File: src/hdl/tfc_pkg.sv
// ----------------------------------------------------------------------------
// tfc_pkg
// Shared widths, operation codes and types for the timecode and frame count
// converter.
// ----------------------------------------------------------------------------
package tfc_pkg;

   localparam int RATE_W             = 18;
   localparam int RATE_RESET         = 25000;
   localparam int FIELD_W            = 8;
   localparam int OP_W               = 2;
   localparam int COUNT_BITS_DEFAULT = 31;

   // Divisor widths: frames per hour, per minute and per second at the
   // highest rate the register can hold.
   localparam int PH_W = 20;
   localparam int PM_W = 14;
   localparam int PS_W = 9;

   // Result field widths.
   localparam int HOURS_W = 20;
   localparam int MIN_W   = 6;
   localparam int SEC_W   = 6;
   localparam int FRM_W   = 8;

   // Quotient widths of the minute and second dividers.
   localparam int MQ_W = 7;
   localparam int SQ_W = 7;

   typedef enum logic [OP_W-1:0] {
      OP_TO_FIELDS = 2'd0,
      OP_FROM_BIN  = 2'd1,
      OP_FROM_BCD  = 2'd2
   } op_type;

   typedef enum logic [1:0] {
      RP_IDLE,
      RP_MUL,
      RP_FIX
   } rate_phase_type;

   typedef struct packed {
      logic [RATE_W-1:0] rate;
      logic [PH_W-1:0]   per_hour;
      logic [PM_W-1:0]   per_min;
      logic [PS_W-1:0]   per_sec;
      logic              busy;
   } rate_info_type;

endpackage

File: src/hdl/tfc_rate_unit.sv
// ----------------------------------------------------------------------------
// tfc_rate_unit
// Holds the frame rate register and derives the frames per hour, minute and
// second divisors from it after each write, in a multiply and a fix phase.
// ----------------------------------------------------------------------------
module tfc_rate_unit
   import tfc_pkg::*;
(
   input  logic                clock,
   input  logic                reset,
   input  logic                csr_valid,
   output logic                csr_ready,
   input  logic [RATE_W-1:0]   csr_rate_milli_fps,
   output rate_info_type       info
);

   // Operand widths of rate*18, rate*3 and rate.
   localparam int XH_W = 23;
   localparam int XM_W = 20;
   localparam int XS_W = 18;
   localparam int RH_W = 21;
   localparam int RM_W = 15;
   localparam int RS_W = 9;
   localparam int RECIP_H = (1 << XH_W) / 5;
   localparam int RECIP_M = (1 << XM_W) / 50;
   localparam int RECIP_S = (1 << XS_W) / 1000;
   localparam int PH_RESET = RATE_RESET * 18 / 5;
   localparam int PM_RESET = RATE_RESET * 3 / 50;
   localparam int PS_RESET = RATE_RESET / 1000;

   rate_phase_type                 phase_ff, phase_in;
   logic [RATE_W-1:0]              rate_ff;
   logic [PH_W-1:0]                ph_ff;
   logic [PM_W-1:0]                pm_ff;
   logic [PS_W-1:0]                ps_ff;
   logic [XH_W+RH_W-1:0]           prod_h_ff;
   logic [XM_W+RM_W-1:0]           prod_m_ff;
   logic [XS_W+RS_W-1:0]           prod_s_ff;

   logic [XH_W-1:0] x_h;
   logic [XM_W-1:0] x_m;
   logic [XS_W-1:0] x_s;
   logic [RH_W-1:0] q0_h;
   logic [RM_W-1:0] q0_m;
   logic [RS_W-1:0] q0_s;
   logic [XH_W-1:0] rem_h;
   logic [XM_W-1:0] rem_m;
   logic [XS_W-1:0] rem_s;
   logic [RH_W-1:0] q_h;
   logic [RM_W-1:0] q_m;
   logic [RS_W-1:0] q_s;
   logic            write;

   assign write = csr_valid && csr_ready;

   assign x_h = XH_W'({rate_ff, 4'b0000}) + XH_W'({rate_ff, 1'b0});
   assign x_m = XM_W'({rate_ff, 1'b0}) + XM_W'(rate_ff);
   assign x_s = rate_ff;

   // The reciprocal estimate is low by at most one; one compare fixes it.
   always_comb begin
      q0_h  = prod_h_ff[XH_W+RH_W-1:XH_W];
      q0_m  = prod_m_ff[XM_W+RM_W-1:XM_W];
      q0_s  = prod_s_ff[XS_W+RS_W-1:XS_W];
      rem_h = x_h - XH_W'(XH_W'(q0_h) * XH_W'(5));
      rem_m = x_m - XM_W'(XM_W'(q0_m) * XM_W'(50));
      rem_s = x_s - XS_W'(XS_W'(q0_s) * XS_W'(1000));
      q_h   = (rem_h >= XH_W'(5))    ? q0_h + RH_W'(1) : q0_h;
      q_m   = (rem_m >= XM_W'(50))   ? q0_m + RM_W'(1) : q0_m;
      q_s   = (rem_s >= XS_W'(1000)) ? q0_s + RS_W'(1) : q0_s;
   end

   always_comb begin
      phase_in = phase_ff;
      unique case (phase_ff)
         RP_IDLE: if (write) phase_in = RP_MUL;
         RP_MUL:  phase_in = RP_FIX;
         RP_FIX:  phase_in = RP_IDLE;
         default: phase_in = RP_IDLE;
      endcase
   end

   always_comb begin
      csr_ready     = (phase_ff == RP_IDLE);
      info.busy     = (phase_ff != RP_IDLE);
      info.rate     = rate_ff;
      info.per_hour = ph_ff;
      info.per_min  = pm_ff;
      info.per_sec  = ps_ff;
   end

   always_ff @(posedge clock) begin
      if (reset) begin
         phase_ff <= RP_IDLE;
         rate_ff  <= RATE_W'(RATE_RESET);
         ph_ff    <= PH_W'(PH_RESET);
         pm_ff    <= PM_W'(PM_RESET);
         ps_ff    <= PS_W'(PS_RESET);
      end else begin
         phase_ff <= phase_in;
         if (write) rate_ff <= csr_rate_milli_fps;
         if (phase_ff == RP_FIX) begin
            ph_ff <= PH_W'(q_h);
            pm_ff <= PM_W'(q_m);
            ps_ff <= PS_W'(q_s);
         end
      end
   end

   always_ff @(posedge clock) begin
      if (phase_ff == RP_MUL) begin
         prod_h_ff <= (XH_W+RH_W)'(x_h) * (XH_W+RH_W)'(RECIP_H);
         prod_m_ff <= (XM_W+RM_W)'(x_m) * (XM_W+RM_W)'(RECIP_M);
         prod_s_ff <= (XS_W+RS_W)'(x_s) * (XS_W+RS_W)'(RECIP_S);
      end
   end

endmodule

File: config.mk
export PLATFORM = sky130hd
export DESIGN_NAME = tfc_rate_unit
export DESIGN_NICKNAME = d
export VERILOG_FILES = /design/src/hdl/tfc_pkg.sv /design/src/hdl/tfc_rate_unit.sv
export SDC_FILE = /design/constraint.sdc
export NUM_CORES = 2
export LEC_CHECK = 0
export BUFFER_PORTS_ARGS = -buffer_cell sky130_fd_sc_hd__buf_4
export CORE_UTILIZATION = 60
export CTS_CLUSTER_SIZE = 40
export DETAILED_ROUTE_END_ITERATION = 7
export HOLD_SLACK_MARGIN = 0.08
export PLACE_DENSITY = 0.76
export SYNTH_ARGS = -nofsm -noshare
export SYNTH_HDL_FRONTEND = slang
export SYNTH_SLANG_ARGS = --single-unit
File: constraint.sdc
create_clock -name clock -period 11.5 [get_ports clock]
set_input_delay 2.3 -clock clock [delete_from_list [all_inputs] [get_ports clock]]
set_output_delay 2.3 -clock clock [all_outputs]
set_load 0.1 [all_outputs]
Yosys cells after proc, flatten, opt, wreduce, memory -nomap -nowiden
Index checks and enable logic that the tools add are counted.
{ "totals": {"reg_bits": 168, "wordCells": 36} }
{ "classes": {"n_addsub": 8, "n_mul": 6, "magnitude_cmp": 3, "eq_ne": 3, "mux": 5, "reduce_logical": 3} }
{ "op_table": {"columns": ["op", "count"], "rows": [
  ["multiplier 23 x 21 -> 44 bit (second input constant)", 1],
  ["multiplier 20 x 15 -> 35 bit (second input constant)", 1],
  ["multiplier 18 x 8 -> 26 bit (second input constant)", 1],
  ["adder 22 x 19 -> 23 bit", 1],
  [">= comparator 23 x 3 -> 1 bit (second input constant)", 1],
  ["multiplier 21 x 3 -> 23 bit (second input constant)", 1],
  ["subtractor 23 bit", 1],
  ["adder 19 x 18 -> 20 bit", 1],
  ["adder 20 x 1 -> 20 bit (second input constant)", 1],
  [">= comparator 20 x 6 -> 1 bit (second input constant)", 1],
  ["two-way mux 20 bit", 1],
  ["subtractor 20 bit", 1],
  ["multiplier 15 x 5 -> 19 bit (second input constant)", 1],
  [">= comparator 18 x 10 -> 1 bit (second input constant)", 1],
  ["subtractor 18 bit", 1],
  ["multiplier 9 x 7 -> 15 bit (second input constant)", 1],
  ["adder 14 x 1 -> 14 bit (second input constant)", 1],
  ["two-way mux 14 bit", 1],
  ["adder 9 x 1 -> 9 bit (second input constant)", 1],
  ["two-way mux 9 bit", 1],
  ["one-hot mux 2 bit (2 select lines)", 1],
  ["equality test 2 x 1 -> 1 bit (second input constant)", 1],
  ["equality test 2 bit (second input constant)", 1],
  ["logical NOT 2 bit", 1],
  ["other kinds (4)", 4]
]} }

Longest topological paths before layout
{ "logic_depth": {"ltp_word": 4, "depth_mapped": 35} }

Worst setup path before layout
OpenSTA, ideal clock, no wires.
{ "synth_timing": {"path_type": "register to register", "startpoint": "register rate_ff[0]", "endpoint": "register prod_h_ff[43], data pin", "setup_time_ps": 271, "arrival_ps": 9079, "t_required_ps": 11229, "path_slack_ps": 2150, "path_stages_with_launch": 32, "cell_sequence": "dfxtp_1 ha_1 inv_1 fa_1 nor2b_1 o21a_1 o21ai_0 a21oi_1 o221a_2 a21oi_1 o21ai_0 ha_1 fa_1 ha_1 inv_1 fa_1 inv_1 fa_1 fa_1 ha_1 ha_1 a21o_1 a21o_1 a21oi_1 nor2_1 a211oi_1 o31ai_1 a21o_1 o221a_2 and4_1 a2111oi_0 xnor2_1"} }
{ "synth_between": {"elab_chain_cells": 2} }
{ "synth_lines": {"columns": ["item", "line_no", "source"], "rows": [
  ["from (decl)", "tfc_rate_unit.sv:32", "logic [RATE_W-1:0] rate_ff;"],
  ["from (signal assigned)", "tfc_rate_unit.sv:95", "rate_ff <= RATE_W'(RATE_RESET);"],
  ["from (signal assigned)", "tfc_rate_unit.sv:101", "if (write) rate_ff <= csr_rate_milli_fps;"],
  ["adder 22 x 19 -> 23 bit", "tfc_rate_unit.sv:56", "assign x_h = XH_W'({rate_ff, 4'b0000}) + XH_W'({rate_ff, 1'b0});"],
  ["multiplier 23 x 21 -> 44 bit", "tfc_rate_unit.sv:112", "prod_h_ff <= (XH_W+RH_W)'(x_h) * (XH_W+RH_W)'(RECIP_H);"],
  ["to (signal assigned)", "tfc_rate_unit.sv:112", null],
  ["to (decl)", "tfc_rate_unit.sv:36", "logic [XH_W+RH_W-1:0] prod_h_ff;"]
]} }
Every way passes these cells.
A chain may end at the register's enable or synchronous reset.

Final worst setup path
{ "layout_timing": {"startpoint": "register rate_ff[1]", "endpoint": "register prod_m_ff[33], data pin"} }
{ "layout_between": {"elab_chain_cells": 2} }
{ "layout_lines": {"columns": ["item", "line_no", "source"], "rows": [
  ["adder 19 x 18 -> 20 bit", "tfc_rate_unit.sv:57", "assign x_m = XM_W'({rate_ff, 1'b0}) + XM_W'(rate_ff);"],
  ["multiplier 20 x 15 -> 35 bit", "tfc_rate_unit.sv:113", "prod_m_ff <= (XM_W+RM_W)'(x_m) * (XM_W+RM_W)'(RECIP_M);"],
  ["to (signal assigned)", "tfc_rate_unit.sv:113", null],
  ["to (decl)", "tfc_rate_unit.sv:37", "logic [XM_W+RM_W-1:0] prod_m_ff;"]
]} }
Every way passes these cells.

==> results.md <==
- Run status: finished clean
- Hold Path Class: flop to flop
- Startpoint types: flop
- Post-synth EDFFs: 45
- Count of pins over their slew limit: 0
- Async SR Flop Fraction: 0%
- Syn avg cell area: 9.102 µm²
- Pin count of the biggest net entering global routing: 47
- Hold-fix buffers, CTS: 0
- Row cnt: 77
- Synth Cell Area: 0.02681 mm²
- Drt pass-1 iters: 5
- M1 WL: 30420 µm
- Worst Setup End Kind: flop
- CTS Buf Count: 9
- Net count after synthesis: 3902
- RSZ-0062 raised after global routing: false
- Final worst path period share: 85.84%
- First-pass GRT wire length: 110900 µm
- Register area share after synthesis: 9.743%
- Starting Density: 60.77%
- Max Clock Freq: 101.3 MHz
- Die Wd: 213.4 µm
- Final setup viols: 0
- Clock Path Buffers: 2
- Post-synth top area share: 27.48%
- Setup bufs post-CTS: 0
- Max_cap viols: 0
- Skew final: 0.01139 ns
- First DRT Iteration DRCs: 1426
- Hold Vio Cnt, Final: 0
- Slowest cell on crit path: xnor2_1
- Routability cong.: 0.9695
- WS Path Type: flop to flop
- Root Buffer: clkbuf_16
- Register bit total from synthesis: 108
- Arr. time, crit path: 10.01 ns
- Setup TNS: 0 ns
- Syn-to-layout area delta: 6.421%
- Main flop type after synthesis: dfxtp_1
- Number of global-route vias before repair: 21202
- Core Footprint: 0.04412 mm²
- Worst-path clk slew: 0.09 ns
- Clock Sinks: 108
- Initial antenna violation count: 2
- Met3 WL: 5169 µm
- Area leader, netlist: ha_1
- Total Die Area: 0.04554 mm²
- Die height: 213.4 µm
- Total track usage: 31.73%
- Met2 WL: 32230 µm
- Max FO, Critical Path: 11
- Cts repair resizes: 0
- Minimum clock period: 9.872 ns
- Clk_lat worst skew: 0.40 ns
- Max incr delay on CP: 0.78 ns
- Post-synth cell types: 86
- # DRC: 0
- Share of post-route cells with drive strength above 1: 5.305%
- Fillers: 3659
- WL/cell: 19.30 µm
- Synth warnings: 0
- Worst EP required: 11.64 ns
- Most common cell after layout, fill and taps aside: inv_1
- CTS tree: done
- Top Layer Used: met4
- Most frequent cells in the layout: inv_1 (734), ha_1 (589), fa_1 (346)
- Layout Nets: 3986
- Vias/cell: 5.715
- H-tree lvl count: 3
- Vias: 20733
- Rel. slew slack: 24.34%
- Post-route ant nets: 0
- IO buf count: 83
- Final WL: 70030 µm
- Residual overflow from global routing: 0
- Top post-synthesis cells by area: ha_1 (27%), fa_1 (26%), inv_1 (10%)
- Cell count after synthesis: 2946
- Slew at the pin closest to its max-slew limit: 1.127 ns
- Number of top-level pins: 84
- DP Wirelength: 60290 µm
kinds of logic after synthesis:
group	share of synthesized area, %
fa+ha+maj	53.32
buf+inv	10.77
simple gates	9.435
compound gates	10.92
xor+xnor	5.123
flops	9.743
mux	0.6859
stage by stage:
step                area (µm²)  util, %  instances  setup slack (ns)  hold slack [ns]
global placement         28220    63.95       3611             2.072           0.4422
global route             28530    64.67       3627            0.9163           0.5002
floorplan                26810        -       2946             2.150           0.5714
CTS                      28530    64.67       3627             1.772           0.4740
detailed placement       28220    63.95       3611             1.832           0.4561
finish                   28540    64.67       3628             1.628           0.4747
per-layer routing:
layer / GRT usage [%] / up-vias
met5: 0 / -
met4: 10.69 / 0
met3: 6.664 / 140
met2: 51.34 / 664
met1: 42.29 / 10116
li1: - / 9813
synthesized netlist by cell type (5+ instances only):
library cell and instances:
a2111oi_0 8, o211ai_1 11, xnor2_1 104, nand2b_1 15, a21oi_1 140, o22ai_1 7, and4_1 5, clkbuf_1 26
o221ai_1 5, nor3_1 44, o21a_1 24, nand4_1 18, dfxtp_1 63, o2111ai_1 6, a31o_2 6, o21ai_0 91
a21o_1 36, fa_1 346, nor4_1 9, o31ai_1 8, a211oi_1 22, nand2_1 127, nor2b_1 24, nand3_1 38
nor2_1 140, a31oi_1 10, edfxtp_1 45, and3_1 26, a32oi_1 5, a21boi_0 9, mux2i_1 15, and2_1 15
o21bai_1 10, ha_1 589, nand3b_1 6, or3_1 15, or2_2 11, xor2_1 51, inv_1 734, a211o_1 6
critical path, delay by kind of cell, from the launching register on:
family                     cells  cell delay, ns
adders and majority gates      8            3.64
AOI/OAI and AO/OA             12            2.86
DFF                            1            0.71
and+or+nand+nor                4            0.92
xor gates and xnor gates       2            0.88
buffers and inverters          5            0.58
registers in the layout, summed over array words and instances (netlist names):
register	count
ph_ff	20
ps_ff	9
pm_ff	14
prod_m_ff	15
prod_s_ff	9
phase_ff	2
prod_h_ff	21
rate_ff	18
layout make-up:
class / count / area [µm²] / area share, %
repair buffers: 105 / 788.3 / 2.762
diodes: 1 / 2.502 / 0.008769
multi-input cells: 2072 / 21320 / 74.72
inverters: 734 / 2755 / 9.655
clock buffers: 9 / 225.2 / 0.7892
well taps: 592 / 740.7 / 2.596
flip-flops and latches: 108 / 2613 / 9.155
clock inverters: 7 / 88.84 / 0.3113
final timing paths:
check / startpoint / endpoint / slack (ns) / cells past startpoint
max: rate_ff[1]$_SDFFE_PP0P_ / prod_m_ff[33]$_DFFE_PN_ / 1.63 / 31
min: pm_ff[13]$_SDFFE_PP0N_ / pm_ff[13]$_SDFFE_PP0N_ / 0.47 / 2
max reg2reg: rate_ff[1]$_SDFFE_PP0P_ / prod_m_ff[33]$_DFFE_PN_ / 1.63 / 31
min reg2reg: pm_ff[13]$_SDFFE_PP0N_ / pm_ff[13]$_SDFFE_PP0N_ / 0.47 / 2
Power is not shown: default switching activity piles up to over one toggle a cycle in this logic, so the estimate is an artifact.
